`config.mk`:
```
export PLATFORM = sky130hd
export DESIGN_NAME = integer_to_radix_ascii_unit
export DESIGN_NICKNAME = d
export VERILOG_FILES = /design/src/sv/itra_pkg.sv /design/src/sv/itra_divider.sv /design/src/sv/integer_to_radix_ascii_unit.sv
export SDC_FILE = /design/constraint.sdc
export NUM_CORES = 1
export LEC_CHECK = 0
export BUFFER_PORTS_ARGS = -buffer_cell sky130_fd_sc_hd__clkbuf_2
export CAP_MARGIN = 25
export CORE_ASPECT_RATIO = 0.9
export CORE_MARGIN = 5
export CORE_UTILIZATION = 55
export CTS_BUF_LIST = sky130_fd_sc_hd__clkbuf_4 sky130_fd_sc_hd__clkbuf_8
export CTS_CLUSTER_SIZE = 30
export DETAILED_ROUTE_END_ITERATION = 10
export PLACE_DENSITY = 0.75
export REMOVE_ABC_BUFFERS = 1
export SETUP_SLACK_MARGIN = 0.15
export SYNTH_ARGS = -nofsm -noshare
export SYNTH_HDL_FRONTEND = slang
export SYNTH_SLANG_ARGS = --single-unit
export TNS_END_PERCENT = 20
```
`constraint.sdc`:
```
create_clock -name clk -period 3.31 [get_ports clk]
set_input_delay 0.1655 -clock clk [delete_from_list [all_inputs] [get_ports clk]]
set_output_delay 0.1655 -clock clk [all_outputs]
set_load 0.01 [all_outputs]
```
`src/sv/itra_pkg.sv`:
```
`default_nettype none
package itra_pkg;

  localparam int DATA_WIDTH = 16;
  localparam int RADIX_W    = 6;
  localparam int CHAR_W     = 8;
  localparam int IN_TDATA_W = ((DATA_WIDTH + RADIX_W + 7) / 8) * 8;
  localparam int IDX_W      = $clog2(DATA_WIDTH);
  localparam int CNT_W      = $clog2(DATA_WIDTH + 1);
  localparam int DCNT_W     = $clog2(DATA_WIDTH + 1);

  localparam logic [RADIX_W-1:0] RADIX_MIN = 6'd2;
  localparam logic [RADIX_W-1:0] RADIX_MAX = 6'd36;
  localparam logic [RADIX_W-1:0] DIGIT_TEN = 6'd10;
  localparam logic [RADIX_W-1:0] DIGIT_NINE = 6'd9;

  localparam logic [CHAR_W-1:0] CHR_ZERO   = 8'h30;
  localparam logic [CHAR_W-1:0] CHR_NINE   = 8'h39;
  localparam logic [CHAR_W-1:0] CHR_LETTER = 8'h61;
  localparam logic [CHAR_W-1:0] CHR_LAST_LETTER = 8'h7a;
  localparam logic [CHAR_W-1:0] CHR_MINUS  = 8'h2d;

  typedef struct packed {
    logic                  done;
    logic [DATA_WIDTH-1:0] quot;
    logic [RADIX_W-1:0]    rem;
  } div_res_t;

  function automatic logic [RADIX_W-1:0] radix_sat(input logic [RADIX_W-1:0] r);
    logic [RADIX_W-1:0] res;
    res = r;
    if (r inside {[6'd0:6'd1]}) begin
      res = RADIX_MIN;
    end else if (r inside {[6'd37:6'd63]}) begin
      res = RADIX_MAX;
    end
    return res;
  endfunction

  function automatic logic [CHAR_W-1:0] digit_char(input logic [RADIX_W-1:0] d);
    logic [CHAR_W-1:0] c;
    if (d > DIGIT_NINE) begin
      c = CHR_LETTER + CHAR_W'(d - DIGIT_TEN);
    end else begin
      c = CHR_ZERO + CHAR_W'(d);
    end
    return c;
  endfunction

endpackage
`default_nettype wire

```
`src/sv/itra_divider.sv`:
```
`default_nettype none
module itra_divider (
  input  wire logic                           clk,
  input  wire logic                           rst_n,
  input  wire logic                           start,
  input  wire logic [itra_pkg::DATA_WIDTH-1:0] dividend,
  input  wire logic [itra_pkg::RADIX_W-1:0]    divisor,
  output itra_pkg::div_res_t                  res
);
  import itra_pkg::*;

  logic                  busy_r;
  logic                  done_r;
  logic [DCNT_W-1:0]     cnt_r;
  logic [DATA_WIDTH-1:0] q_r;
  logic [RADIX_W-1:0]    rem_r;
  logic [RADIX_W-1:0]    dvs_r;

  logic [RADIX_W:0]      shifted;
  logic [RADIX_W:0]      diff;
  logic                  ge;
  logic [RADIX_W-1:0]    rem_nxt;
  logic [DATA_WIDTH-1:0] q_nxt;

  always_comb begin
    shifted = {rem_r, q_r[DATA_WIDTH-1]};
    ge      = shifted >= {1'b0, dvs_r};
    diff    = shifted - {1'b0, dvs_r};
    rem_nxt = ge ? diff[RADIX_W-1:0] : shifted[RADIX_W-1:0];
    q_nxt   = {q_r[DATA_WIDTH-2:0], ge};
  end

  always_ff @(posedge clk) begin
    if (!rst_n) begin
      busy_r <= 1'b0;
      done_r <= 1'b0;
      cnt_r  <= '0;
    end else begin
      done_r <= 1'b0;
      if (start) begin
        busy_r <= 1'b1;
        cnt_r  <= DCNT_W'(DATA_WIDTH);
        q_r    <= dividend;
        rem_r  <= '0;
        dvs_r  <= divisor;
      end else if (busy_r) begin
        q_r   <= q_nxt;
        rem_r <= rem_nxt;
        cnt_r <= cnt_r - 1'b1;
        if (cnt_r == DCNT_W'(1)) begin
          busy_r <= 1'b0;
          done_r <= 1'b1;
        end
      end
    end
  end

  assign res.done = done_r;
  assign res.quot = q_r;
  assign res.rem  = rem_r;

endmodule
`default_nettype wire

```
`src/sv/integer_to_radix_ascii_unit.sv`:
```
`default_nettype none
// Each digit comes from one run of the itra_divider;
// one restoring shift-subtract divider step per cycle.
// A new item is accepted only after the last character of the previous one is issued;
// not ready while converting.
// Reset: synchronous, active low; clears sequencer, divider control and output valid.
module integer_to_radix_ascii_unit (
  input  wire logic                            clk,
  input  wire logic                            rst_n,
  input  wire logic                            in_tvalid,
  output logic                                 in_tready,
  // value [DATA_WIDTH-1:0], radix [DATA_WIDTH+5:DATA_WIDTH], zero fill above
  input  wire logic [itra_pkg::IN_TDATA_W-1:0] in_tdata,
  output logic                                 out_tvalid,
  input  wire logic                            out_tready,
  // ch [7:0]
  output logic [itra_pkg::CHAR_W-1:0]          out_tdata,
  output logic                                 out_tlast
);
  import itra_pkg::*;

  typedef enum logic [1:0] {S_IDLE, S_DIV, S_SIGN, S_EMIT} state_t;

  state_t                state_r;
  logic                  neg_r;
  logic [RADIX_W-1:0]    radix_r;
  logic [CNT_W-1:0]      cnt_r;
  logic [IDX_W-1:0]      idx_r;
  logic [RADIX_W-1:0]    store_r [DATA_WIDTH];
  logic                  out_tvalid_r;
  logic [CHAR_W-1:0]     out_tdata_r;
  logic                  out_tlast_r;

  logic [DATA_WIDTH-1:0] in_value;
  logic [RADIX_W-1:0]    in_radix;
  logic [RADIX_W-1:0]    radix_in_sat;
  logic                  in_neg;
  logic [DATA_WIDTH-1:0] in_mag;
  logic                  accept;
  logic                  out_free;
  logic                  div_start;
  logic [DATA_WIDTH-1:0] div_operand;
  logic [RADIX_W-1:0]    div_divisor;
  div_res_t              div_res;

  always_comb begin
    in_value     = in_tdata[DATA_WIDTH-1:0];
    in_radix     = in_tdata[DATA_WIDTH+RADIX_W-1:DATA_WIDTH];
    radix_in_sat = radix_sat(in_radix);
    in_neg       = in_value[DATA_WIDTH-1];
    in_mag       = in_neg ? (~in_value + 1'b1) : in_value;
    accept       = in_tvalid && in_tready;
    out_free     = !out_tvalid_r || out_tready;
    div_start    = accept ||
                   (state_r == S_DIV && div_res.done && div_res.quot != '0);
    div_operand  = accept ? in_mag : div_res.quot;
    div_divisor  = accept ? radix_in_sat : radix_r;
  end

  assign in_tready  = (state_r == S_IDLE);
  assign out_tvalid = out_tvalid_r;
  assign out_tdata  = out_tdata_r;
  assign out_tlast  = out_tlast_r;

  itra_divider u_div (
    .clk      (clk),
    .rst_n    (rst_n),
    .start    (div_start),
    .dividend (div_operand),
    .divisor  (div_divisor),
    .res      (div_res)
  );

  always_ff @(posedge clk) begin
    if (!rst_n) begin
      state_r      <= S_IDLE;
      cnt_r        <= '0;
      out_tvalid_r <= 1'b0;
    end else begin
      if (out_tvalid_r && out_tready) begin
        out_tvalid_r <= 1'b0;
      end
      case (state_r)
        S_IDLE: begin
          if (accept) begin
            neg_r   <= in_neg;
            radix_r <= radix_in_sat;
            cnt_r   <= '0;
            state_r <= S_DIV;
          end
        end
        S_DIV: begin
          if (div_res.done) begin
            if (cnt_r < CNT_W'(DATA_WIDTH)) begin
              store_r[cnt_r[IDX_W-1:0]] <= div_res.rem;
              cnt_r <= cnt_r + 1'b1;
            end
            if (div_res.quot == '0) begin
              if (cnt_r < CNT_W'(DATA_WIDTH)) begin
                idx_r <= cnt_r[IDX_W-1:0];
              end else begin
                idx_r <= IDX_W'(DATA_WIDTH - 1);
              end
              state_r <= neg_r ? S_SIGN : S_EMIT;
            end
          end
        end
        S_SIGN: begin
          if (out_free) begin
            out_tvalid_r <= 1'b1;
            out_tdata_r  <= CHR_MINUS;
            out_tlast_r  <= 1'b0;
            state_r      <= S_EMIT;
          end
        end
        S_EMIT: begin
          if (out_free) begin
            out_tvalid_r <= 1'b1;
            out_tdata_r  <= digit_char(store_r[idx_r]);
            out_tlast_r  <= (idx_r == '0);
            if (idx_r == '0) begin
              state_r <= S_IDLE;
            end else begin
              idx_r <= idx_r - 1'b1;
            end
          end
        end
        default: begin
          state_r <= S_IDLE;
        end
      endcase
    end
  end

`ifndef SYNTHESIS
  a_cnt_bound: assert property (@(posedge clk) disable iff (!rst_n)
    cnt_r <= CNT_W'(DATA_WIDTH))
    else $error("digit count exceeds store depth");

  a_accept_div: assert property (@(posedge clk) disable iff (!rst_n)
    accept |=> (state_r == S_DIV && cnt_r == '0))
    else $error("accepted item did not start conversion");

  a_char_set: assert property (@(posedge clk) disable iff (!rst_n)
    (out_tvalid && out_tdata != CHR_MINUS) |->
      ((out_tdata >= CHR_ZERO && out_tdata <= CHR_NINE) ||
       (out_tdata >= CHR_LETTER && out_tdata <= CHR_LAST_LETTER)))
    else $error("emitted character is not a digit");

  a_minus_not_last: assert property (@(posedge clk) disable iff (!rst_n)
    (out_tvalid && out_tdata == CHR_MINUS) |-> !out_tlast)
    else $error("sign marked as last character");

  a_div_quiet: assert property (@(posedge clk) disable iff (!rst_n)
    (state_r == S_SIGN || state_r == S_EMIT) |-> !div_res.done)
    else $error("divider finished outside conversion");
`endif

endmodule
`default_nettype wire

```
==> reports/qor.yml <==
global_route:
  grt_max_degree: 36
  grt-ovfl-total: 0
  met3_usage_pct: 5.90
  grt_pass1_vias: 4974
  met1_usage_pct: 25.2
  grt_usage_pct: 19.5
  grt-busiest-layer: "met2"
  antenna_found_initial: 0
  use_met2_pct: 32.3
  grt_pass1_wl_mm: 24.7
clocking:
  cts_tree: "built"
  numCtsBuffers: 17
  clock_latency_ns: 0.46
  ctsHoldBuffers: 0
  cts_buffer_depth: 2
  htree_num_levels: 4
  clock_sinks: 163
  clk_pin_slew_worst_paths_ns: 0.09
  cts-root-buf: "clkbuf_8"
timing:
  rsz0062_at_grt: "true"
  fin_setup_tns_ns: 0
  fin_crit_sh_pct: 96.4
  hold_slack_ns: 0.0889
  relSlewSlack_pct: 48.8
  fin_crit_ns: 3.19
  setup_viol: 0
  clock.fmax_ghz: 0.313
  hold_viol_final: 0
  worstMarginPinSlew_ns: 0.765
  drv_slew: 0
  fin_skew_ns: 0.0142
finish:
  final_util_pct: 63.5
  multi_input_area_um2: 2860
  seqCellArea_um2: 4710
  fin_nets: 696
  num-fill-cells: 1014
  drive_gt1_share_pct: 22.7
  area_growth_pct: 14.3
  stdcell_count: 849
  num_antenna_cells: 0
placement:
  dpl.hpwl_mm: 10.5
  gp_congestion: 0.820
  dp_cells: 811
  port_buffers: 36
floorplanning:
  chipWidth_um: 135
  fp.dieH_um: 122
  io_pins: 39
  rows: 41
  start_util_pct: 55.5
  coreArea_um2: 13900
  die_area_um2: 16500
routing:
  dr.first_iter.drc_count: 362
  vias: 4871
  routedWlPerCell_um: 18.0
  drtAntennaViolNets: 0
  vias_per_cell: 5.74
  route.detailed.drc: 0
  wirelength_mm: 15.3
  first_pass_iters: 5
synthesis:
  synthCells: 582
  ys_seq_elements: 163
  ys_seq_area_share_pct: 60.9
  yosys_warnings: 0
  synth_edf_count: 144
  async_reset_ff_share_pct: 0
  synth_area_um2: 7720
  synth.avg_cell_area_um2: 13.3
  ys.flop_type: "edfxtp_1"
  synth_cell_types: 61
setup_path:
  cp-end-kind: "register"
  critPathRequiredTime_ns: 3.64
  critPathMaxFanout: 9
  cp-start-kind: "register"
  arrival_ns: 3.52
  crit_type: "register to register"
outcome:
  outcome: "complete, no violations"
power:
  peakVddDrop_uv: 396
  fin_total_pwr_mw: 7.15
  p_leak_nw: 3.10
  powerDensity_nw_per_um2: 811
worst_hold_path:
  hold_path_class: "input port to register"
job:
  drv_cap: 0
## area by class of cell
class | instances | share of cell area (%)
inverters | 32 | 1.39
well taps | 193 | 2.74
flip-flops and latches | 163 | 53.4
clock buffers | 18 | 2.74
multi-input cells | 365 | 32.4
repair buffers | 64 | 5.32
clock inverters | 14 | 2.01
## per-stage QoR
stage	setup slack, ns	area (µm²)
after CTS	0.155	8730
after detailed placement	0.0541	8240
final	0.119	8820
after floorplan	-0.483	7620
after global routing	-0.0285	8820
after global placement	0.0914	8240
## logic make-up (layout without fill, tap and decap cells)
kind of cell / after synthesis / count (layout) / share of synthesized area (%)
AO/OA/AOI/OAI: 112 / 112 / 9.45
multiplexers: 34 / 34 / 8.82
AND/OR/NAND/NOR: 167 / 167 / 10.7
XOR/XNOR: 26 / 26 / 2.95
flip-flops: 163 / 163 / 60.9
buffers and inverters: 54 / 128 / 2.87
adder cells (fa/ha/maj): 26 / 26 / 4.28
## sequential cells by signal, summed over array words and instances (netlist names), 2 cells and up, named ones only
| name | flops |
|---|---|
| u_div.rem_r | 6 |
| state_r | 2 |
| u_div.dvs_r | 6 |
| cnt_r | 5 |
| out_tdata | 8 |
| u_div.cnt_r | 5 |
| idx_r | 4 |
| u_div.q_r | 16 |
| radix_r | 6 |
| store_r | 96 |
## critical path, stage by stage, from the launching register on
cell and delay (ns):
dfxtp_4 0.42, buf_12 0.15, mux4_2 0.53, a22oi_1 0.24, and3_1 0.23, buf_4 0.17, ha_2 0.21, inv_1 0.09
a211oi_4 0.33, a311oi_1 0.10, or4b_1 0.50, nand2_1 0.07
## routing by layer
metal / share of wire [%] / vias to the layer above
met5: 0 / -
li1: - / 2327
met2: 50 / 153
met4: 1.4 / 0
met1: 43 / 2367
met3: 6.0 / 24
## cells in the mapped netlist, types with 4 or more instances
| cell type | count | area share, % |
|---|---|---|
| buf_2 | 4 | 0.26 |
| ha_1 | 24 | 3.9 |
| a22o_1 | 4 | 0.45 |
| inv_1 | 31 | 1.5 |
| mux2_2 | 6 | 0.88 |
| xor2_1 | 10 | 1.1 |
| mux4_2 | 24 | 7.0 |
| nor4_1 | 6 | 0.49 |
| xnor2_1 | 16 | 1.8 |
| nand2_1 | 57 | 2.8 |
| clkbuf_1 | 16 | 0.78 |
| nand3_1 | 8 | 0.52 |
| a21boi_0 | 5 | 0.49 |
| o21a_1 | 7 | 0.68 |
| nand4_1 | 4 | 0.32 |
| nand2b_1 | 9 | 0.73 |
| nor2b_1 | 13 | 1.1 |
| o21ai_0 | 43 | 2.8 |
| a21oi_1 | 22 | 1.4 |
| nor3_1 | 13 | 0.84 |
| edfxtp_1 | 144 | 56 |
| nor2_1 | 32 | 1.6 |
| a211oi_1 | 4 | 0.39 |
| dfxtp_1 | 19 | 4.9 |
| and3_1 | 4 | 0.32 |
## layout by cell type (no fill, tap or decap), types with 4 or more instances in the layout
cell	Yosys	layout
edfxtp_1	144	144
nand2_1	57	57
o21ai_0	43	42
clkbuf_2	0	36
nor2_1	32	31
inv_1	31	30
mux4_2	24	24
buf_4	1	22
a21oi_1	22	21
ha_1	24	21
clkbuf_8	0	17
dfxtp_1	19	16
xnor2_1	16	15
nor3_1	13	13
nor2b_1	13	12
xor2_1	10	10
nand2b_1	9	9
nand3_1	8	8
o21a_1	7	7
mux2_2	6	6
nor4_1	6	5
and3_1	4	4
nand4_1	4	4
a21boi_0	5	4
inv_6	0	4
## power by group
group	internal, mW	switching (mW)	leakage [nW]
Clock	0.763	0.749	0.202
Combinational	1.25	1.45	1.43
Sequential	2.68	0.260	1.46
Total	4.69	2.46	3.10
## timing repair
| item | in CTS | in global routing |
|---|---|---|
| resized for setup | 10 | 13 |
| buffers inserted | 1 | 3 |
| endpoints found under the setup margin | 8 | 6 |
| pin swaps | 1 | 5 |
| gates cloned | 1 | 1 |
## final timing paths
| path | from | end | slack (ns) | cells past startpoint |
|---|---|---|---|---|
| worst max-delay path | register | out_tdata[6] | 0.12 | 11 |
| worst min-delay path | in_tdata[0] | u_div.q_r[0] | 0.09 | 3 |
| worst max register to register | register | out_tdata[6] | 0.12 | 11 |
| worst min register to register | u_div.cnt_r[1] | u_div.cnt_r[1] | 0.50 | 2 |
Note: power is estimated with default switching activity, not from simulation.
